## src/z85_pkg.sv

```systemverilog
package z85_pkg;

    localparam int DIGITS      = 5;
    localparam int DIGIT_W     = 7;
    localparam int WORD_W      = 32;
    localparam int IDX_W       = $clog2(DIGITS);

    // floor(x / 85) == (x * RECIP_85) >> RECIP_SHIFT for every 32-bit x
    localparam logic [31:0] RECIP_85    = 32'd3233857729;
    localparam int          RECIP_SHIFT = 38;
    localparam int          QUOT_W      = 2 * WORD_W - RECIP_SHIFT;
    localparam logic [DIGIT_W-1:0] RADIX = 7'd85;

    localparam logic CMD_START = 1'b0;
    localparam logic CMD_DATA  = 1'b1;

    localparam int Q_DEPTH = 4;
    localparam int Q_PTR_W = $clog2(Q_DEPTH);
    localparam int Q_CNT_W = $clog2(Q_DEPTH + 1);

    localparam int ALPHA_LEN = 85;
    localparam logic [ALPHA_LEN*8-1:0] Z85_ALPHABET =
        "0123456789abcdefghijklmnopqrstuvwxyzABCDEFGHIJKLMNOPQRSTUVWXYZ.-:+=^!/*?&<>()[]{}@%$#";

    typedef struct packed {
        logic              is_word;
        logic              bad;
        logic              last;
        logic [WORD_W-1:0] word;
    } z85_entry_t;

    // first character sits in the top byte of the packed literal
    function automatic logic [DIGIT_W-1:0] z85_char(input logic [DIGIT_W-1:0] digit);
        int pos;
        pos = ALPHA_LEN - 1 - int'(digit);
        if (pos < 0)
        begin
            pos = 0;
        end
        return Z85_ALPHABET[pos*8 +: DIGIT_W];
    endfunction

endpackage

```

## src/z85_front.sv

```systemverilog
module z85_front #(
    parameter int LENGTH_BITS = 16
) (
    input  logic                clk,
    input  logic                rst_n,
    input  logic                in_valid,
    input  logic                in_ready,
    input  logic                cmd,
    input  logic [7:0]          data_byte,
    input  logic [15:0]         message_length,
    output logic                push_valid,
    output z85_pkg::z85_entry_t push_entry
);

    logic                   active_reg, active_next;
    logic [1:0]             group_reg, group_next;
    logic [LENGTH_BITS-1:0] remain_reg, remain_next;
    logic [23:0]            acc_reg, acc_next;
    logic [LENGTH_BITS-1:0] len;
    logic                   accept;

    assign accept = in_valid && in_ready;
    assign len    = LENGTH_BITS'(message_length);

    always_comb
    begin
        active_next        = active_reg;
        group_next         = group_reg;
        remain_next        = remain_reg;
        acc_next           = acc_reg;
        push_valid         = 1'b0;
        push_entry.is_word = 1'b0;
        push_entry.bad     = 1'b0;
        push_entry.last    = 1'b1;
        push_entry.word    = {acc_reg, data_byte};
        if (accept)
        begin
            if (cmd == z85_pkg::CMD_START)
            begin
                // drop any message in progress
                active_next = 1'b0;
                group_next  = 2'd0;
                acc_next    = 24'd0;
                remain_next = '0;
                if (len[1:0] != 2'd0)
                begin
                    push_valid     = 1'b1;
                    push_entry.bad = 1'b1;
                end
                else if (len == '0)
                begin
                    push_valid = 1'b1;
                end
                else
                begin
                    remain_next = len;
                    active_next = 1'b1;
                end
            end
            else if (active_reg)
            begin
                group_next  = group_reg + 2'd1;
                remain_next = remain_reg - LENGTH_BITS'(1);
                acc_next    = {acc_reg[15:0], data_byte};
                if (group_reg == 2'd3)
                begin
                    push_valid         = 1'b1;
                    push_entry.is_word = 1'b1;
                    push_entry.last    = (remain_reg == LENGTH_BITS'(1));
                    acc_next           = 24'd0;
                    if (remain_reg == LENGTH_BITS'(1))
                    begin
                        active_next = 1'b0;
                    end
                end
            end
        end
    end

    always_ff @(posedge clk or negedge rst_n)
    begin
        if (!rst_n)
        begin
            active_reg <= 1'b0;
            group_reg  <= 2'd0;
            remain_reg <= '0;
            acc_reg    <= 24'd0;
        end
        else
        begin
            active_reg <= active_next;
            group_reg  <= group_next;
            remain_reg <= remain_next;
            acc_reg    <= acc_next;
        end
    end

endmodule

```

## src/z85_queue.sv

```systemverilog
module z85_queue (
    input  logic                clk,
    input  logic                rst_n,
    input  logic                push_valid,
    output logic                push_ready,
    input  z85_pkg::z85_entry_t push_entry,
    output logic                pop_valid,
    input  logic                pop_ready,
    output z85_pkg::z85_entry_t pop_entry
);

    z85_pkg::z85_entry_t           mem [z85_pkg::Q_DEPTH];
    logic [z85_pkg::Q_PTR_W-1:0]   wr_ptr_reg, rd_ptr_reg;
    logic [z85_pkg::Q_CNT_W-1:0]   count_reg;
    logic                          do_push, do_pop;

    assign push_ready = (count_reg != z85_pkg::Q_CNT_W'(z85_pkg::Q_DEPTH));
    assign pop_valid  = (count_reg != '0);
    assign do_push    = push_valid && push_ready;
    assign do_pop     = pop_valid && pop_ready;
    assign pop_entry  = mem[rd_ptr_reg];

    function automatic logic [z85_pkg::Q_PTR_W-1:0] wrap_inc(
        input logic [z85_pkg::Q_PTR_W-1:0] ptr);
        if (ptr == z85_pkg::Q_PTR_W'(z85_pkg::Q_DEPTH - 1))
        begin
            return '0;
        end
        return ptr + z85_pkg::Q_PTR_W'(1);
    endfunction

    always_ff @(posedge clk)
    begin
        if (do_push)
        begin
            mem[wr_ptr_reg] <= push_entry;
        end
    end

    always_ff @(posedge clk or negedge rst_n)
    begin
        if (!rst_n)
        begin
            wr_ptr_reg <= '0;
            rd_ptr_reg <= '0;
            count_reg  <= '0;
        end
        else
        begin
            if (do_push)
            begin
                wr_ptr_reg <= wrap_inc(wr_ptr_reg);
            end
            if (do_pop)
            begin
                rd_ptr_reg <= wrap_inc(rd_ptr_reg);
            end
            if (do_push && !do_pop)
            begin
                count_reg <= count_reg + z85_pkg::Q_CNT_W'(1);
            end
            else if (do_pop && !do_push)
            begin
                count_reg <= count_reg - z85_pkg::Q_CNT_W'(1);
            end
        end
    end

endmodule

```

## src/z85_back.sv

```systemverilog
module z85_back (
    input  logic                clk,
    input  logic                rst_n,
    input  logic                pop_valid,
    output logic                pop_ready,
    input  z85_pkg::z85_entry_t pop_entry,
    output logic                out_valid,
    input  logic                out_ready,
    output logic [6:0]          out_char,
    output logic                is_char,
    output logic                bad_length,
    output logic                group_end,
    output logic                message_end
);

    localparam int DW = z85_pkg::DIGIT_W;
    localparam int IW = z85_pkg::IDX_W;
    localparam logic [IW-1:0] LAST_IDX = IW'(z85_pkg::DIGITS - 1);

    // conversion stage: repeated divide by 85, registering the quotient and then storing the remainder for each digit
    logic                        conv_busy_reg;
    logic                        conv_word_reg, conv_bad_reg, conv_last_reg;
    logic [z85_pkg::WORD_W-1:0]  conv_val_reg;
    logic [z85_pkg::QUOT_W-1:0]  conv_prod_reg;
    logic                        conv_phase_reg;
    logic [IW-1:0]               conv_step_reg;
    logic [DW-1:0]               conv_digit_reg [z85_pkg::DIGITS];

    // emit stage: drives the result port
    logic                        emit_full_reg;
    logic                        emit_word_reg, emit_bad_reg, emit_last_reg;
    logic [IW-1:0]               emit_idx_reg;
    logic [DW-1:0]               emit_digit_reg [z85_pkg::DIGITS];

    logic                        conv_done, handoff, load, emit_free, out_xfer;
    logic [2*z85_pkg::WORD_W-1:0] product;
    logic [DW-1:0]               rem;
    logic [DW-1:0]               quot_lo;

    assign conv_done = (conv_step_reg == LAST_IDX);
    assign out_xfer  = out_valid && out_ready;
    assign emit_free = out_xfer && (!emit_word_reg || emit_idx_reg == LAST_IDX);
    assign handoff   = conv_busy_reg && conv_done && (!emit_full_reg || emit_free);
    assign pop_ready = !conv_busy_reg || handoff;
    assign load      = pop_valid && pop_ready;

    assign product = 64'(conv_val_reg) * 64'(z85_pkg::RECIP_85);
    assign quot_lo = conv_prod_reg[DW-1:0];
    // remainder is below 85, so seven low bits of the difference carry it
    assign rem     = conv_val_reg[DW-1:0] - DW'(quot_lo * z85_pkg::RADIX);

    always_ff @(posedge clk)
    begin
        if (load)
        begin
            conv_word_reg <= pop_entry.is_word;
            conv_bad_reg  <= pop_entry.bad;
            conv_last_reg <= pop_entry.last;
            conv_val_reg  <= pop_entry.word;
        end
        else if (conv_busy_reg && !conv_done)
        begin
            if (!conv_phase_reg)
            begin
                conv_prod_reg <= product[2*z85_pkg::WORD_W-1:z85_pkg::RECIP_SHIFT];
            end
            else
            begin
                conv_digit_reg[LAST_IDX - conv_step_reg] <= rem;
                conv_val_reg <= z85_pkg::WORD_W'(conv_prod_reg);
                // final quotient is the leading digit
                if (conv_step_reg == LAST_IDX - IW'(1))
                begin
                    conv_digit_reg[0] <= quot_lo;
                end
            end
        end
        if (handoff)
        begin
            emit_word_reg  <= conv_word_reg;
            emit_bad_reg   <= conv_bad_reg;
            emit_last_reg  <= conv_last_reg;
            emit_digit_reg <= conv_digit_reg;
        end
    end

    always_ff @(posedge clk or negedge rst_n)
    begin
        if (!rst_n)
        begin
            conv_busy_reg  <= 1'b0;
            conv_phase_reg <= 1'b0;
            conv_step_reg  <= '0;
            emit_full_reg  <= 1'b0;
            emit_idx_reg   <= '0;
        end
        else
        begin
            if (load)
            begin
                conv_busy_reg  <= 1'b1;
                conv_phase_reg <= 1'b0;
                conv_step_reg  <= pop_entry.is_word ? '0 : LAST_IDX;
            end
            else if (handoff)
            begin
                conv_busy_reg <= 1'b0;
            end
            else if (conv_busy_reg && !conv_done)
            begin
                conv_phase_reg <= !conv_phase_reg;
                if (conv_phase_reg)
                begin
                    conv_step_reg <= conv_step_reg + IW'(1);
                end
            end

            if (handoff)
            begin
                emit_full_reg <= 1'b1;
                emit_idx_reg  <= '0;
            end
            else if (emit_free)
            begin
                emit_full_reg <= 1'b0;
            end
            else if (out_xfer)
            begin
                emit_idx_reg <= emit_idx_reg + IW'(1);
            end
        end
    end

    assign out_valid   = emit_full_reg;
    assign is_char     = emit_word_reg;
    assign out_char    = emit_word_reg ? z85_pkg::z85_char(emit_digit_reg[emit_idx_reg]) : '0;
    assign bad_length  = !emit_word_reg && emit_bad_reg;
    assign group_end   = emit_word_reg && (emit_idx_reg == LAST_IDX);
    assign message_end = emit_word_reg ? (emit_last_reg && emit_idx_reg == LAST_IDX) : 1'b1;

endmodule

```

## src/z85_stream_encoder_core.sv

```systemverilog
// Z85 stream encoder core.
// Path: an entry goes from the queue to the conversion stage, then on to the emit stage;
// a status result needs no divide steps, a word needs four divide-by-85 steps, each of
// which registers the quotient and then stores the remainder. A new word loads as the
// last one hands off once the emit stage is free, overlapped with character transfers.
// Reset: rst_n clears all control state asynchronously; the block comes up idle and empty.
module z85_stream_encoder_core #(
    parameter int LENGTH_BITS = 16
) (
    input  logic        clk,
    input  logic        rst_n,
    input  logic        in_valid,
    output logic        in_ready,
    input  logic        cmd,
    input  logic [7:0]  data_byte,
    input  logic [15:0] message_length,
    output logic        out_valid,
    input  logic        out_ready,
    output logic [6:0]  out_char,
    output logic        is_char,
    output logic        bad_length,
    output logic        group_end,
    output logic        message_end
);

    logic                push_valid, push_ready;
    z85_pkg::z85_entry_t push_entry;
    logic                pop_valid, pop_ready;
    z85_pkg::z85_entry_t pop_entry;

    assign in_ready = push_ready;

    z85_front #(
        .LENGTH_BITS(LENGTH_BITS)
    ) u_front (
        .clk           (clk),
        .rst_n         (rst_n),
        .in_valid      (in_valid),
        .in_ready      (in_ready),
        .cmd           (cmd),
        .data_byte     (data_byte),
        .message_length(message_length),
        .push_valid    (push_valid),
        .push_entry    (push_entry)
    );

    z85_queue u_queue (
        .clk       (clk),
        .rst_n     (rst_n),
        .push_valid(push_valid),
        .push_ready(push_ready),
        .push_entry(push_entry),
        .pop_valid (pop_valid),
        .pop_ready (pop_ready),
        .pop_entry (pop_entry)
    );

    z85_back u_back (
        .clk        (clk),
        .rst_n      (rst_n),
        .pop_valid  (pop_valid),
        .pop_ready  (pop_ready),
        .pop_entry  (pop_entry),
        .out_valid  (out_valid),
        .out_ready  (out_ready),
        .out_char   (out_char),
        .is_char    (is_char),
        .bad_length (bad_length),
        .group_end  (group_end),
        .message_end(message_end)
    );

endmodule

```

## config.mk

```make
export PLATFORM = sky130hd
export DESIGN_NAME = z85_stream_encoder_core
export DESIGN_NICKNAME = d
export VERILOG_FILES = /design/src/z85_pkg.sv /design/src/z85_front.sv /design/src/z85_queue.sv /design/src/z85_back.sv /design/src/z85_stream_encoder_core.sv
export SDC_FILE = /design/constraint.sdc
export NUM_CORES = 1
export LEC_CHECK = 0
export BUFFER_PORTS_ARGS = -buffer_cell sky130_fd_sc_hd__buf_2
export CAP_MARGIN = 10
export CORE_AREA = 2 2 198 239
export DETAILED_ROUTE_END_ITERATION = 12
export DIE_AREA = 0 0 200 241
export PLACE_DENSITY_LB_ADDON = 0.05
export SETUP_SLACK_MARGIN = 0.05
export SLEW_MARGIN = 20
export SYNTH_ARGS = -nofsm -noshare
export SYNTH_HDL_FRONTEND = slang
export SYNTH_HIERARCHICAL = 1
export SYNTH_SLANG_ARGS = --single-unit
export TNS_END_PERCENT = 20
```

## constraint.sdc

```tcl
create_clock -name clk -period 13.5 [get_ports clk]
set_clock_uncertainty 0.05 [all_clocks]
set_input_delay 1.35 -clock clk [delete_from_list [all_inputs] [get_ports clk]]
set_output_delay 1.35 -clock clk [all_outputs]
set_load 0.05 [all_outputs]
```

---- Yosys cells after proc, flatten, opt, wreduce, memory -nomap -nowiden ----
Memories as Yosys holds them, arrays and structs flattened.
Index checks and enable logic that the tools add are counted.
storage, ports and cells
  word-level logic and storage cells ...... 172
  bits of input ports ..................... 29
  register bits ........................... 193
  memories kept ........................... 1
  bits in writable memories ............... 140
memory list
  name         depth  width  rd ports  clocked after memory_dff  write ports  line             text
  u_queue.mem  4      35     1         0                         1            z85_queue.sv:12  z85_pkg::z85_entry_t mem [z85_pkg::Q_DEPTH];
cells by class
  magnitude comparators ................... 4
  bitwise gates (word level) .............. 4
  reductions and logical operators ........ 40
  equal/unequal tests ..................... 11
  multiply operators ...................... 2
  muxes and demuxes ....................... 68
  add/sub/neg operators ................... 11
  shift operators ......................... 1
operators with widths
  operator                                                                        number
  680-bit by 32-bit indexed part select with 7-bit output (first input constant)  1
  32-bit 2-to-1 mux                                                               3
  24-bit 2-to-1 mux                                                               3
  32-bit by 32-bit multiplier with 64-bit output (second input constant)          1
  16-bit 2-to-1 mux                                                               4
  35-bit bitwise mux                                                              1
  7-bit 2-to-1 mux                                                                5
  3-bit 2-to-1 mux                                                                11
  1-bit 2-to-1 mux                                                                32
  29-bit 2-to-1 mux                                                               1
  7-bit binary-select mux with 3-bit select                                       1
  7-bit demux with 3-bit select                                                   1
  16-bit by 1-bit == test with 1-bit output (second input constant)               1
  16-bit logical NOT                                                              1
  16-bit by 1-bit subtractor with 16-bit output (second input constant)           1
  1-bit logical AND                                                               14
  2-bit nonzero test                                                              7
  2-bit 2-to-1 mux                                                                6
  3-bit by 1-bit adder with 3-bit output (second input constant)                  3
  3-bit AND reduction                                                             3
  4-bit greater-or-equal comparator (second input constant)                       2
  8-bit by 1-bit less-than comparator with 1-bit output (second input constant)   1
  3-bit inverter with 4-bit output                                                2
  2-bit AND reduction                                                             4
  17 further kinds                                                                32

---- Longest topological paths before layout ----
  word-level depth ........................ 10
  gate-level depth with buffers ........... 23
  mapped depth without buffers ............ 22

---- Cells and area by module ----
Netlist, hierarchy kept.
modules (own cells, without submodules)
  module     area each (sq um)  cells an instance  seq. area each (sq um)  times used
  z85_back   17037.6            1637               4249.1                  1
  z85_queue  5544.1             220                4379.2                  1
  z85_front  2351.0             267                1076.0                  1

---- Worst setup path after synthesis ----
OpenSTA, ideal clock, no wires.
  kind .................................... register to register
  start ................................... register u_back/conv_val_reg[6] (netlist bit)
  end ..................................... register u_back/conv_prod_reg[20] (netlist bit), data pin
  setup slack ............................. 7.177 ns
  arrival time ............................ 6.008 ns
  data required time ...................... 13.185 ns
  clock period less this slack ............ 6.323 ns
  cell stages (with the launch flop) ...... 23
  library setup time ...................... 0.265 ns
  path through ............................ edfxtp_1 > ha_1 > ha_1 > inv_1 > fa_1 > inv_1 > fa_1 > inv_1 > fa_1 > fa_1 > fa_1 > inv_1 > ha_1 > ha_1 > a21oi_1 > nor2b_1 > a211oi_1 > o21ai_0 > a221o_1 > a31oi_1 > o21a_1 > o21ai_0 > xor2_1
between the ends
  cells in the longest elaborated chain, start to end .. 1
RTL lines
  item                                            line            text
  start: declaration                              z85_back.sv:23  logic [z85_pkg::WORD_W-1:0] conv_val_reg;
  start signal: assignment                        z85_back.sv:59  conv_val_reg <= pop_entry.word;
  start signal: assignment                        z85_back.sv:70  conv_val_reg <= z85_pkg::WORD_W'(conv_prod_reg);
  32-bit by 32-bit multiplier with 64-bit output  z85_back.sv:47  assign product = 64'(conv_val_reg) * 64'(z85_pkg::RECIP_85);
  named net u_back.product (one bit)              z85_back.sv:36  logic [2*z85_pkg::WORD_W-1:0] product;
  end signal: assignment                          z85_back.sv:65  conv_prod_reg <= product[2*z85_pkg::WORD_W-1:z85_pkg::RECIP_SHIFT];
  end: declaration                                z85_back.sv:24  logic [z85_pkg::QUOT_W-1:0] conv_prod_reg;
The timed path passes the listed nets, and every way through them passes these cells.
A chain may end at the register's enable or synchronous reset.

---- Final worst setup path ----
  start ................................... register u_back/conv_val_reg[3] (netlist bit)
  end ..................................... register u_back/conv_prod_reg[25] (netlist bit), data pin
The elaborated chain is that of the path after synthesis.

==> results.txt <==
The number of gates resized after cts is 0, and the count of distinct cell types in the synthesized netlist is 89. Of all cell types, the one taking the most synthesized area is edfxtp_1. In the post-synthesis netlist, the biggest area contributors are edfxtp_1, ha_1, fa_1.

The number of max-slew violations in the final report is 0, and the data arrival at the endpoint of the critical path is 7.61 ns. After floorplanning, the core was divided into 86 placement rows. The synthesized design contains 274 enable-type register cells.

For the count of antenna-violating nets left after detailed routing, the log shows 0. On the critical path the largest part of the delay comes from adder cells. The post-route clock period utilization was 54.4%; the horizontal extent of the die was 200 um. The die covers 0.0482 sq mm.

The later-pin clock latency in the skew report was 0.59 ns. By count the netlist is led by inv_1, ha_1, edfxtp_1. The critical path goes through ha_1 > ha_1 > inv_1 > fa_1 > inv_1 > fa_1 > inv_1 > fa_1 > fa_1 > fa_1 > inv_1 > ha_1 > ha_1 > nand2_1 > o21ai_0 > a211oi_1 > o21ai_0 > a221o_1 > a31oi_1 > a31oi_1 > a21oi_1 > xnor2_1.

Synthesis inferred 333 register bits. The logs give 5 for the detailed-routing iteration count for the pre-antenna-repair pass and 0.0135 sq mm for the area taken by multi-input logic gates. In this run the clock root is driven by a clkbuf_16. For the area used by sequential logic in the layout, the log shows 0.00971 sq mm. Of all nets on the critical path, the largest fanout is 6.

TritonCTS built the clock tree. In the final layout, the share of cells above drive strength 1 is 8.31%. The largest net degree at the start of global routing is 60.

Among all stages on the critical path, the largest delay is contributed by a31oi_1. Top cell type's share of synthesized area: 33.0%. The area inside the core boundary is 0.0457 sq mm, and the routed via count divided by cell count is 5.60. The register with the most flip-flops in the layout has 140 of them. The routed design has 58,000 um of wire.

The required time reported for the critical path endpoint was 13.78 ns. The number of nets produced by synthesis is 2,673, and the number of instances in the synthesized netlist is 2,124. Counting stages on the worst path, the most repeated cell is fa_1. The tools report the maximum root-to-sink buffer count as 3. The initial utilization of the core area, before any placement, comes to 54.5%. Global routing used 25.3% of the available tracks across all layers.

The logs give 1 for the count of H-tree levels built during CTS and 92,100 um for the first-pass GRT wire length. After clock tree synthesis, the clock-pin slew on the worst setup and hold paths is 0.07 ns. The final critical path time including I/O delays and setup is 7.34 ns. The total of endpoints with negative setup slack in the final report came out at 0. For the vias after detailed routing, the log shows 15,659.

The worst max-slew margin expressed relative to the limit is 30.4%. STA classifies the critical path startpoint as a flip-flop. Clock tree synthesis found a total of 333 sinks. The number of clock buffers inserted by TritonCTS was 30; the largest stage delay on the critical path was 0.58 ns. The async set-reset flop share out of synthesis is 17.7%. At the pin with the least slew margin, the transition time is 1.04 ns.

The wire length per cell is 20.8 um. Each instance of the synthesized netlist takes up on average 11.7 sq um. The run gives 0.963 as the routability congestion estimate.

Pin placement for this block handled 42 I/O pins. The most used flip-flop cell after synthesis is edfxtp_1. Together, buffers and inverters on the worst path number 4.

The mapped netlist covers 0.0249 sq mm. The count of warnings emitted by yosys is 6, and the height of the die is 241 um. Cell with the most instances after synthesis: inv_1. The logs give 0 for the final global-route overflow total and 0 for the total setup buffers inserted after CTS. For the final hold violation count, the log shows 0. The flow ran to the end, and the final reports show no timing, DRC or antenna violations. The logs give 136 MHz for the maximum frequency from static timing analysis and 2,702 for the number of nets in the layout. For the fill cell total of the finished layout, the log shows 3,836.

For the final routed database, the setup TNS stands at 0 ns. The critical setup path kind was flip-flop to flip-flop. In this run the tool buffered the top-level ports with 41 buffer cells.

The run gives 16,566 as the number of global-route vias before repair. The tools report the sort of element at the end of the critical path as a flip-flop. The cts-stage hold buffer count was 0.

In this run, the number of DRC markers left after iteration 0 of detailed routing was 796. The class of the most critical hold timing path was flip-flop to flip-flop. Relative to the synthesized area, the layout overhead comes to 7.32%. The number of antenna violations at the first check in global routing is 0. Setup repair after global routing left no endpoint under its margin.

Once detailed placement completed, the half-perimeter wirelength came to 45,800 um. In the routed design, unresolved DRC markers number 0. Max-cap violations in this run came to 0. The fraction of the yosys area taken by sequential cells was 38.9%.
per-layer routing:
| metal | global-route usage, % | vias up | part of all wire [%] |
|---|---|---|---|
| met2 | 43.8 | 274 | 50 |
| met4 | 10.1 | 0 | 4.0 |
| met3 | 2.17 | 99 | 2.9 |
| met1 | 33.0 | 7829 | 43 |
| met5 | 0 | - | 0 |
| li1 | - | 7457 | - |
final cells by class:
cell class / instances / share of cell area, %
inverter: 373 / 5.23
clock buffer: 39 / 3.04
antenna: 1 / 0.00935
clock inverter: 17 / 0.926
timing repair buffer: 59 / 1.27
sequential: 333 / 36.3
tap: 616 / 2.88
multi-input combinational: 1356 / 50.4
cells by family after synthesis:
| logic type | count (synthesis) | synth area share [%] |
|---|---|---|
| muxes | 67 | 4.61 |
| adders and majority gates | 520 | 31.2 |
| buffers and inverters | 435 | 7.15 |
| DFF | 333 | 38.9 |
| AOI/OAI and AO/OA | 277 | 7.55 |
| and+or+nand+nor | 438 | 8.63 |
| xor gates and xnor gates | 54 | 1.90 |
layout by cell type, fill, tap and decap left out, types with 6 or more instances in the layout:
cell type	n
mux2i_1	21
and2_1	7
and3_1	21
buf_2	41
nor3_1	12
a21o_1	28
nand2_1	188
a22o_1	11
mux2_2	11
inv_1	370
nand2b_1	9
nor2_1	56
a21oi_1	69
nor4_1	9
a211oi_1	6
clkbuf_16	30
nand3_1	46
o21a_1	10
xor2_1	17
buf_4	18
or3_1	6
a31oi_1	16
fa_1	171
edfxtp_1	274
clkinv_2	6
nand3b_1	7
clkbuf_1	6
ha_1	349
dfrtp_1	58
o21ai_1	10
o21ai_0	45
mux4_1	7
nand4_1	23
a221o_1	15
nor2b_1	16
xnor2_1	37
o211ai_1	9
mux4_2	28
final timing paths:
check | startpoint | to | slack (ns) | cells past startpoint
hold reg to reg | u_back/conv_digit_reg[4]$_DFFE_PP_ | u_back/emit_digit_reg[4]$_DFFE_PP_ | 0.37 | 0
setup / recovery | u_back/conv_val_reg[3]$_DFFE_PP_ | u_back/conv_prod_reg[25]$_DFFE_PP_ | 6.16 | 22
max in group asynchronous | rst_n | u_queue/rd_ptr_reg[0]$_DFFE_PN0P_ | 11.89 | 2
hold / removal | u_back/conv_digit_reg[4]$_DFFE_PP_ | u_back/emit_digit_reg[4]$_DFFE_PP_ | 0.37 | 0
setup reg to reg | u_back/conv_val_reg[3]$_DFFE_PP_ | u_back/conv_prod_reg[25]$_DFFE_PP_ | 6.16 | 22
min in group asynchronous | rst_n | u_front/remain_reg[6]$_DFFE_PN0P_ | 0.90 | 2
stage by stage:
stage | instances | util [%] | instance area [sq um] | hold WS [ns] | setup slack, ns
floorplan | 2124 | - | 24900 | 0.350 | 7.18
global route | 2793 | 58.5 | 26800 | 0.370 | 5.86
detailed placement | 2737 | 56.2 | 25700 | 0.355 | 6.18
CTS | 2793 | 58.5 | 26700 | 0.366 | 6.14
finish | 2794 | 58.5 | 26800 | 0.366 | 6.16
global placement | 2737 | 56.2 | 25700 | 0.352 | 6.20
Power is left out: the tool's default activity adds up to more than one toggle a clock period on the data nets, which glitch-free logic cannot reach.
